--- src/wdt_pkg.sv ---
// wdt_pkg: shared types and constants for the watchdog timer register block.
// No dependencies; used by wdt_regs and watchdog_timer_registers.
`default_nettype none

package wdt_pkg;

   // request kinds (req_tuser)
   localparam logic [1:0] KIND_TICK  = 2'd0;
   localparam logic [1:0] KIND_READ  = 2'd1;
   localparam logic [1:0] KIND_WRITE = 2'd2;

   // register byte offsets
   localparam logic [4:0] OFS_STATUS  = 5'h00;
   localparam logic [4:0] OFS_RELOAD  = 5'h04;
   localparam logic [4:0] OFS_RESTART = 5'h08;
   localparam logic [4:0] OFS_CONTROL = 5'h0C;
   localparam logic [4:0] OFS_WIDTH   = 5'h18;

   localparam logic [31:0] RESTART_KEY = 32'h0000_4755;

   // top-byte keys of the reset width register
   localparam logic [7:0] KEY_POL_SET = 8'hA5;
   localparam logic [7:0] KEY_POL_CLR = 8'h5A;
   localparam logic [7:0] KEY_PP_SET  = 8'hA8;
   localparam logic [7:0] KEY_PP_CLR  = 8'h8A;

   // control bit positions
   localparam int CTL_ENABLE = 0;
   localparam int CTL_RESET  = 1;
   localparam int CTL_IRQ    = 2;
   localparam int CTL_EXT    = 3;
   localparam int CTL_WIDTH  = 7;

   localparam logic [1:0] MODE_CPU      = 2'd2;
   localparam logic [1:0] MODE_RESERVED = 2'd3;

   typedef struct packed {
      logic        ext_push_pull;
      logic        ext_signal;
      logic        interrupt_request;
      logic [1:0]  reset_mode;
      logic        reset_request;
      logic        timeout_event;
      logic [31:0] read_data;
   } result_type;

endpackage

`default_nettype wire

--- src/wdt_regs.sv ---
// wdt_regs: watchdog state registers and the single-pass step logic.
// Depends on wdt_pkg. Result is combinational from state and the request.
`default_nettype none

module wdt_regs #(
   parameter int COUNT_WIDTH = 32,
   parameter int PULSE_WIDTH = 12
) (
   input  wire logic               clock,
   input  wire logic               reset,
   input  wire logic               step,
   input  wire logic [1:0]         kind,
   input  wire logic [4:0]         address,
   input  wire logic [31:0]        write_data,
   output wdt_pkg::result_type     result
);

   logic [COUNT_WIDTH-1:0]        counter_ff, counter_in;
   logic [COUNT_WIDTH-1:0]        reload_ff, reload_in;
   logic [wdt_pkg::CTL_WIDTH-1:0] control_ff, control_in;
   logic [PULSE_WIDTH-1:0]        pulse_len_ff, pulse_len_in;
   logic [PULSE_WIDTH-1:0]        pulse_rem_ff, pulse_rem_in;
   logic                          polarity_ff, polarity_in;
   logic                          push_pull_ff, push_pull_in;
   logic                          timeout;
   logic [31:0]                   rdata;
   logic [7:0]                    top_byte;
   logic [1:0]                    mode_raw;

   assign top_byte = write_data[31:24];

   always_comb begin
      counter_in   = counter_ff;
      reload_in    = reload_ff;
      control_in   = control_ff;
      pulse_len_in = pulse_len_ff;
      pulse_rem_in = pulse_rem_ff;
      polarity_in  = polarity_ff;
      push_pull_in = push_pull_ff;
      timeout      = 1'b0;
      rdata        = '0;
      case (kind)
         wdt_pkg::KIND_TICK: begin
            if (pulse_rem_ff != '0) begin
               pulse_rem_in = pulse_rem_ff - PULSE_WIDTH'(1);
            end
            if (control_ff[wdt_pkg::CTL_ENABLE]) begin
               if (counter_ff <= COUNT_WIDTH'(1)) begin
                  timeout    = 1'b1;
                  counter_in = reload_ff;
               end else begin
                  counter_in = counter_ff - COUNT_WIDTH'(1);
               end
            end
            if (timeout && control_ff[wdt_pkg::CTL_EXT]) begin
               pulse_rem_in = pulse_len_ff;
            end
         end
         wdt_pkg::KIND_READ: begin
            case (address)
               wdt_pkg::OFS_STATUS:  rdata = 32'(counter_ff);
               wdt_pkg::OFS_RELOAD:  rdata = 32'(reload_ff);
               wdt_pkg::OFS_CONTROL: rdata = 32'(control_ff);
               wdt_pkg::OFS_WIDTH: begin
                  rdata     = 32'(pulse_len_ff);
                  rdata[31] = polarity_ff;
                  rdata[30] = push_pull_ff;
               end
               default: rdata = '0;
            endcase
         end
         wdt_pkg::KIND_WRITE: begin
            case (address)
               wdt_pkg::OFS_RELOAD: reload_in = write_data[COUNT_WIDTH-1:0];
               wdt_pkg::OFS_RESTART: begin
                  if (write_data == wdt_pkg::RESTART_KEY) begin
                     counter_in = reload_ff;
                  end
               end
               wdt_pkg::OFS_CONTROL: control_in = write_data[wdt_pkg::CTL_WIDTH-1:0];
               wdt_pkg::OFS_WIDTH: begin
                  pulse_len_in = write_data[PULSE_WIDTH-1:0];
                  case (top_byte)
                     wdt_pkg::KEY_POL_SET: polarity_in  = 1'b1;
                     wdt_pkg::KEY_POL_CLR: polarity_in  = 1'b0;
                     wdt_pkg::KEY_PP_SET:  push_pull_in = 1'b1;
                     wdt_pkg::KEY_PP_CLR:  push_pull_in = 1'b0;
                     default: ;
                  endcase
               end
               default: ;
            endcase
         end
         default: ;
      endcase
   end

   // outputs reflect the state after this step
   assign mode_raw = control_in[6:5];

   always_comb begin
      result.read_data         = rdata;
      result.timeout_event     = timeout;
      result.reset_request     = timeout && control_in[wdt_pkg::CTL_RESET];
      result.interrupt_request = timeout && control_in[wdt_pkg::CTL_IRQ];
      result.reset_mode        = (mode_raw == wdt_pkg::MODE_RESERVED) ?
                                 wdt_pkg::MODE_CPU : mode_raw;
      result.ext_signal        = (pulse_rem_in != '0) ? polarity_in : !polarity_in;
      result.ext_push_pull     = push_pull_in;
   end

   always_ff @(posedge clock) begin
      if (reset) begin
         counter_ff   <= '0;
         reload_ff    <= '0;
         control_ff   <= '0;
         pulse_len_ff <= '0;
         pulse_rem_ff <= '0;
         polarity_ff  <= 1'b0;
         push_pull_ff <= 1'b0;
      end else if (step) begin
         counter_ff   <= counter_in;
         reload_ff    <= reload_in;
         control_ff   <= control_in;
         pulse_len_ff <= pulse_len_in;
         pulse_rem_ff <= pulse_rem_in;
         polarity_ff  <= polarity_in;
         push_pull_ff <= push_pull_in;
      end
   end

endmodule

`default_nettype wire

--- src/watchdog_timer_registers.sv ---
// watchdog_timer_registers: top level of the watchdog timer register block.
// Depends on wdt_pkg and wdt_regs.
// A request's result is registered into the response buffer as the request is accepted.
// Throughput: one request per cycle; a two-entry response buffer lets a
// request be taken while an earlier response waits. req_tready drops only
// when both buffer entries are full.
// Reset: synchronous, active high; watchdog registers and buffer count clear, watchdog disabled.
`default_nettype none

module watchdog_timer_registers #(
   parameter int COUNT_WIDTH = 32,
   parameter int PULSE_WIDTH = 12
) (
   input  wire logic        clock,
   input  wire logic        reset,
   input  wire logic        req_tvalid,
   output      logic        req_tready,
   input  wire logic [1:0]  req_tuser,   // kind
   input  wire logic [39:0] req_tdata,   // address[4:0], write_data[36:5], zero pad
   output      logic        rsp_tvalid,
   input  wire logic        rsp_tready,
   // read_data[31:0], timeout_event[32], reset_request[33], reset_mode[35:34],
   // interrupt_request[36], ext_signal[37], ext_push_pull[38], zero pad[39]
   output      logic [39:0] rsp_tdata
);

   logic                req_accept;
   logic                rsp_accept;
   wdt_pkg::result_type step_result;
   wdt_pkg::result_type slot0_ff, slot0_in;
   wdt_pkg::result_type slot1_ff, slot1_in;
   logic [1:0]          count_ff, count_in;

   assign req_tready = (count_ff != 2'd2);
   assign req_accept = req_tvalid && req_tready;
   assign rsp_tvalid = (count_ff != 2'd0);
   assign rsp_accept = rsp_tvalid && rsp_tready;

   // all watchdog state updates happen as the request is accepted
   wdt_regs #(
      .COUNT_WIDTH (COUNT_WIDTH),
      .PULSE_WIDTH (PULSE_WIDTH)
   ) u_regs (
      .clock      (clock),
      .reset      (reset),
      .step       (req_accept),
      .kind       (req_tuser),
      .address    (req_tdata[4:0]),
      .write_data (req_tdata[36:5]),
      .result     (step_result)
   );

   // two-entry response buffer, slot0 is the head
   always_comb begin
      slot0_in = slot0_ff;
      slot1_in = slot1_ff;
      count_in = count_ff;
      case (count_ff)
         2'd0: begin
            if (req_accept) begin
               slot0_in = step_result;
               count_in = 2'd1;
            end
         end
         2'd1: begin
            if (req_accept && rsp_accept) begin
               slot0_in = step_result;
            end else if (req_accept) begin
               slot1_in = step_result;
               count_in = 2'd2;
            end else if (rsp_accept) begin
               count_in = 2'd0;
            end
         end
         2'd2: begin
            if (rsp_accept) begin
               slot0_in = slot1_ff;
               count_in = 2'd1;
            end
         end
         default: count_in = 2'd0;
      endcase
   end

   always_ff @(posedge clock) begin
      if (reset) begin
         count_ff <= 2'd0;
      end else begin
         count_ff <= count_in;
      end
   end

   always_ff @(posedge clock) begin
      slot0_ff <= slot0_in;
      slot1_ff <= slot1_in;
   end

   assign rsp_tdata = {1'b0, slot0_ff.ext_push_pull, slot0_ff.ext_signal,
                       slot0_ff.interrupt_request, slot0_ff.reset_mode,
                       slot0_ff.reset_request, slot0_ff.timeout_event,
                       slot0_ff.read_data};

   // reset and interrupt requests only ever ride on a timeout
   a_req_needs_timeout: assert property (@(posedge clock) disable iff (reset)
      rsp_tvalid && (rsp_tdata[33] || rsp_tdata[36]) |-> rsp_tdata[32])
      else $error("reset/interrupt request without timeout");

   // reserved reset mode code is never reported
   a_mode_clamped: assert property (@(posedge clock) disable iff (reset)
      rsp_tvalid |-> rsp_tdata[35:34] != wdt_pkg::MODE_RESERVED)
      else $error("reset mode 3 reported");

   // buffer never overflows: a full buffer takes no request
   a_no_overflow: assert property (@(posedge clock) disable iff (reset)
      count_ff == 2'd2 && !rsp_tready |=> count_ff == 2'd2)
      else $error("response buffer lost an entry");

   // a request other than a tick never reports a timeout
   a_read_no_timeout: assert property (@(posedge clock) disable iff (reset)
      req_accept && req_tuser != wdt_pkg::KIND_TICK |-> !step_result.timeout_event)
      else $error("timeout on a non-tick request");

endmodule

`default_nettype wire

--- config.mk ---
export PLATFORM = sky130hd
export DESIGN_NAME = watchdog_timer_registers
export DESIGN_NICKNAME = d
export VERILOG_FILES = /design/src/wdt_pkg.sv /design/src/wdt_regs.sv /design/src/watchdog_timer_registers.sv
export SDC_FILE = /design/constraint.sdc
export NUM_CORES = 1
export LEC_CHECK = 0
export BUFFER_PORTS_ARGS = -buffer_cell sky130_fd_sc_hd__buf_2
export CAP_MARGIN = 20
export CORE_MARGIN = 1
export CORE_UTILIZATION = 50
export DETAILED_ROUTE_END_ITERATION = 16
export PLACE_DENSITY = 0.72
export SYNTH_ARGS = -nofsm -noshare
export SYNTH_HDL_FRONTEND = slang
export SYNTH_SLANG_ARGS = --single-unit
--- constraint.sdc ---
create_clock -name clock -period 3.9 [get_ports clock]
set_clock_uncertainty 0.05 [all_clocks]
set_input_delay 0.195 -clock clock [delete_from_list [all_inputs] [get_ports clock]]
set_output_delay 0.195 -clock clock [all_outputs]
set_load 0.05 [all_outputs]
==> flow_summary.toml <==
[place]
placed_area_mm2 = 0.00937
dp_slack_ns = 0.370
dpl.cell_count = 1279
dp_hpwl_mm = 16.5
gp_congestion = 0.963
port_buffers = 83

[setup_path]
crit_chain = "or4_1 > or3_1 > nor3_4 > buf_4 > a21oi_1 > nor4_2 > nand4_1 > nor4_1 > o31ai_1"
critical_path_class = "reg -> reg"
critPathRequiredTime_ns = 4.03
crit_end = "rsp_tdata[37]"
ff2ff_path_depth = 9
crit_start = "u_regs.counter_ff[11]"
worstReg2RegEnd = "rsp_tdata[37]"
critPathMaxFanout = 11
crit_slowest_cell = "or4_1"
start_kind = "flip-flop"
critPathCaptureType = "flip-flop"
crit_arrival_ns = 3.74
r2r_slack_ns = 0.30
max_stage_delay_ns = 0.66
r2r_start = "u_regs.counter_ff[11]"

[global_route]
grt_use_met2_pct = 41.8
antenna_found_initial = 1
overflow = 0
grtUsageMet3_pct = 5.22
grt_usage_pct = 28.1
first_global_vias = 7032
grt_use_met1_pct = 41.3
grt_pass1_wl_mm = 39.0
top_usage_layer = "met2"
grt_max_degree = 46

[route]
routedWlPerCell_um = 18.5
postRouteAntennaNets = 0
vias = 8131
drt_iter0_drc = 981
viasPerCell = 6.10
drc = 0
drt_wl_total_mm = 24.7
drtPass1Iterations = 6

[logic_synthesis]
synth_seq_cells = 177
synthesis.area_mm2 = 0.00871
ys.flop_type = "dfxtp_1"
avgSynthCellArea_um2 = 8.52
synth_cell_types = 61
synth_top_area_share_pct = 26.9
seq_area_frac_synth_pct = 49.6
syn_nets = 1072
synth_top_area_cell = "edfxtp_1"
synthTopCellsByArea = "edfxtp_1 (27%), dfxtp_1 (23%), nand2_1 (8.8%)"
async_flop_share_pct = 0
ys_warn_count = 0
syn_inst = 1022
synth_edf_count = 78

[cts]
path_clk_slew_ns = 0.08
clock_sinks = 177
postCtsSetupBuffers = 0
cts-root-buf = "clkbuf_16"
cts_buffer_depth = 2
cts_buffers = 17
htreeDepth = 4
ctsResizeCount = 0
clk_latency_ns = 0.44
cts_tree = "yes"
cts_hold_buf = 20

[finish]
stdcell_count = 1334
final_common_cell = "nand2_1"
antennaDiodeCount = 0
drive_above_1_share_pct = 16.2
fin_area_mm2 = 0.0102
synthToLayoutAreaGrowth_pct = 17.4
mostFrequentLayoutCells = "nand2_1 (205), nor2_1 (129), a21oi_1 (108), dfxtp_1 (99), buf_2 (83)"
finalNetCount = 1151

[sta]
tightest_slew_ns = 0.969
hold_violations = 0
tns_ns = 0
max_freq_mhz = 277
post-route-period-util_pct = 92.4
slew_headroom_pct = 35.2
rsz0062_at_grt = "no"
setup_slack_ns = 0.296
layout_min_cycle_time_ns = 3.60
slew_viol_final = 0
setup_viol = 0

[flow_run]
maxCapViolCount = 0

[die]
die_x_um = 134
core-area_mm2 = 0.0168
fp.dieH_um = 134
dieArea_mm2 = 0.0180
pin_count = 88
start_util_pct = 51.8
num_rows = 47

[pwr]
power.density_mw_per_mm2 = 409
cellLeakagePower_nw = 3.65
ir_drop_mv = 0.337

[hold_path]
hp-class = "in -> reg"
hold_path_depth = 3

[status]
status = "finished clean"
==> stage by stage <==
step                      utilization, %  hold WS [ns]  total power [mW]
after floorplan                        -         0.281              2.34
after global placement              55.7         0.400              2.47
after detailed placement            55.7         0.407              2.48
after CTS                           60.5       0.00194              4.18
after global routing                60.8       0.00264              4.32
final                               60.8        0.0110              4.19
==> synth_stat cells, types with 2 or more instances <==
cell / instances
nand2_1: 205
nor2_1: 131
a21oi_1: 108
dfxtp_1: 99
edfxtp_1: 78
clkbuf_1: 60
o21ai_0: 43
a22oi_1: 27
nor3_1: 27
nand3_1: 26
nor4_1: 23
mux2_2: 16
a222oi_1: 14
inv_1: 14
a211oi_1: 12
o31ai_1: 12
nand4_1: 10
or4_1: 9
nand2b_1: 8
and3_1: 7
a221oi_1: 6
buf_1: 6
mux2i_1: 6
or3_1: 6
and2_1: 4
buf_2: 4
ha_1: 4
nor4b_1: 4
or2_2: 4
nand3b_1: 3
nor2b_1: 3
nor3b_1: 3
nor4bb_1: 3
o22ai_1: 3
a21o_1: 2
a311oi_1: 2
buf_6: 2
nand4b_1: 2
nor4_2: 2
o211ai_1: 2
or3b_2: 2
==> registers in the layout (all words and copies together) (netlist names) <==
register / flops
u_regs.polarity_ff: 1
u_regs.control_ff: 7
u_regs.push_pull_ff: 1
slot1_ff: 39
count_ff: 2
u_regs.reload_ff: 32
u_regs.counter_ff: 32
u_regs.pulse_rem_ff: 12
u_regs.pulse_len_ff: 12
rsp_tdata: 39
==> worst max-delay path: cells and delay by family (launching register included) <==
family / cells / cell delay [ns]
DFF: 1 / 0.36
buffers and inverters: 1 / 0.23
AOI/OAI and AO/OA: 2 / 0.17
and+or+nand+nor: 6 / 2.52
==> layer usage <==
layer | routed length, µm | part of all wire, %
met5 | 8 | 0.032
met2 | 11000 | 45
met3 | 2480 | 10
met4 | 430 | 1.7
met1 | 10800 | 44
==> cell families (layout without fill, tap and decap cells) <==
family | after synthesis | count (layout) | synth area share (%)
other | 1 | 1 | 0.0430
and+or+nand+nor | 485 | 485 | 25.3
AOI/OAI and AO/OA | 246 | 246 | 17.7
muxes | 22 | 22 | 2.76
buffers and inverters | 87 | 179 | 4.02
DFF | 177 | 177 | 49.6
adders and majority gates | 4 | 4 | 0.574
==> worst min-delay path by stage <==
stage                       start                     end
CTS                 req_tdata[34]    u_regs.reload_ff[29]
floorplan            req_tdata[6]  u_regs.pulse_len_ff[1]
global placement    req_tdata[24]    u_regs.reload_ff[19]
detailed placement  req_tdata[24]    u_regs.reload_ff[19]
global route        req_tdata[33]    u_regs.reload_ff[28]
finish              req_tdata[33]    u_regs.reload_ff[28]
==> cell type report <==
type	instances	area (µm²)
clock inverter	15	176
timing repair buffer	133	876
tap	220	275
fill	1511	6590
sequential	177	4320
multi-input combinational	758	4100
inverter	14	52.6
clock buffer	17	425
==> power breakdown <==
| part | switching, mW | internal, mW |
|---|---|---|
| logic | 0.317 | 0.147 |
| clock network | 0.855 | 0.867 |
| registers | 0.0241 | 1.98 |
Note: power is estimated with default switching activity, not from simulation.
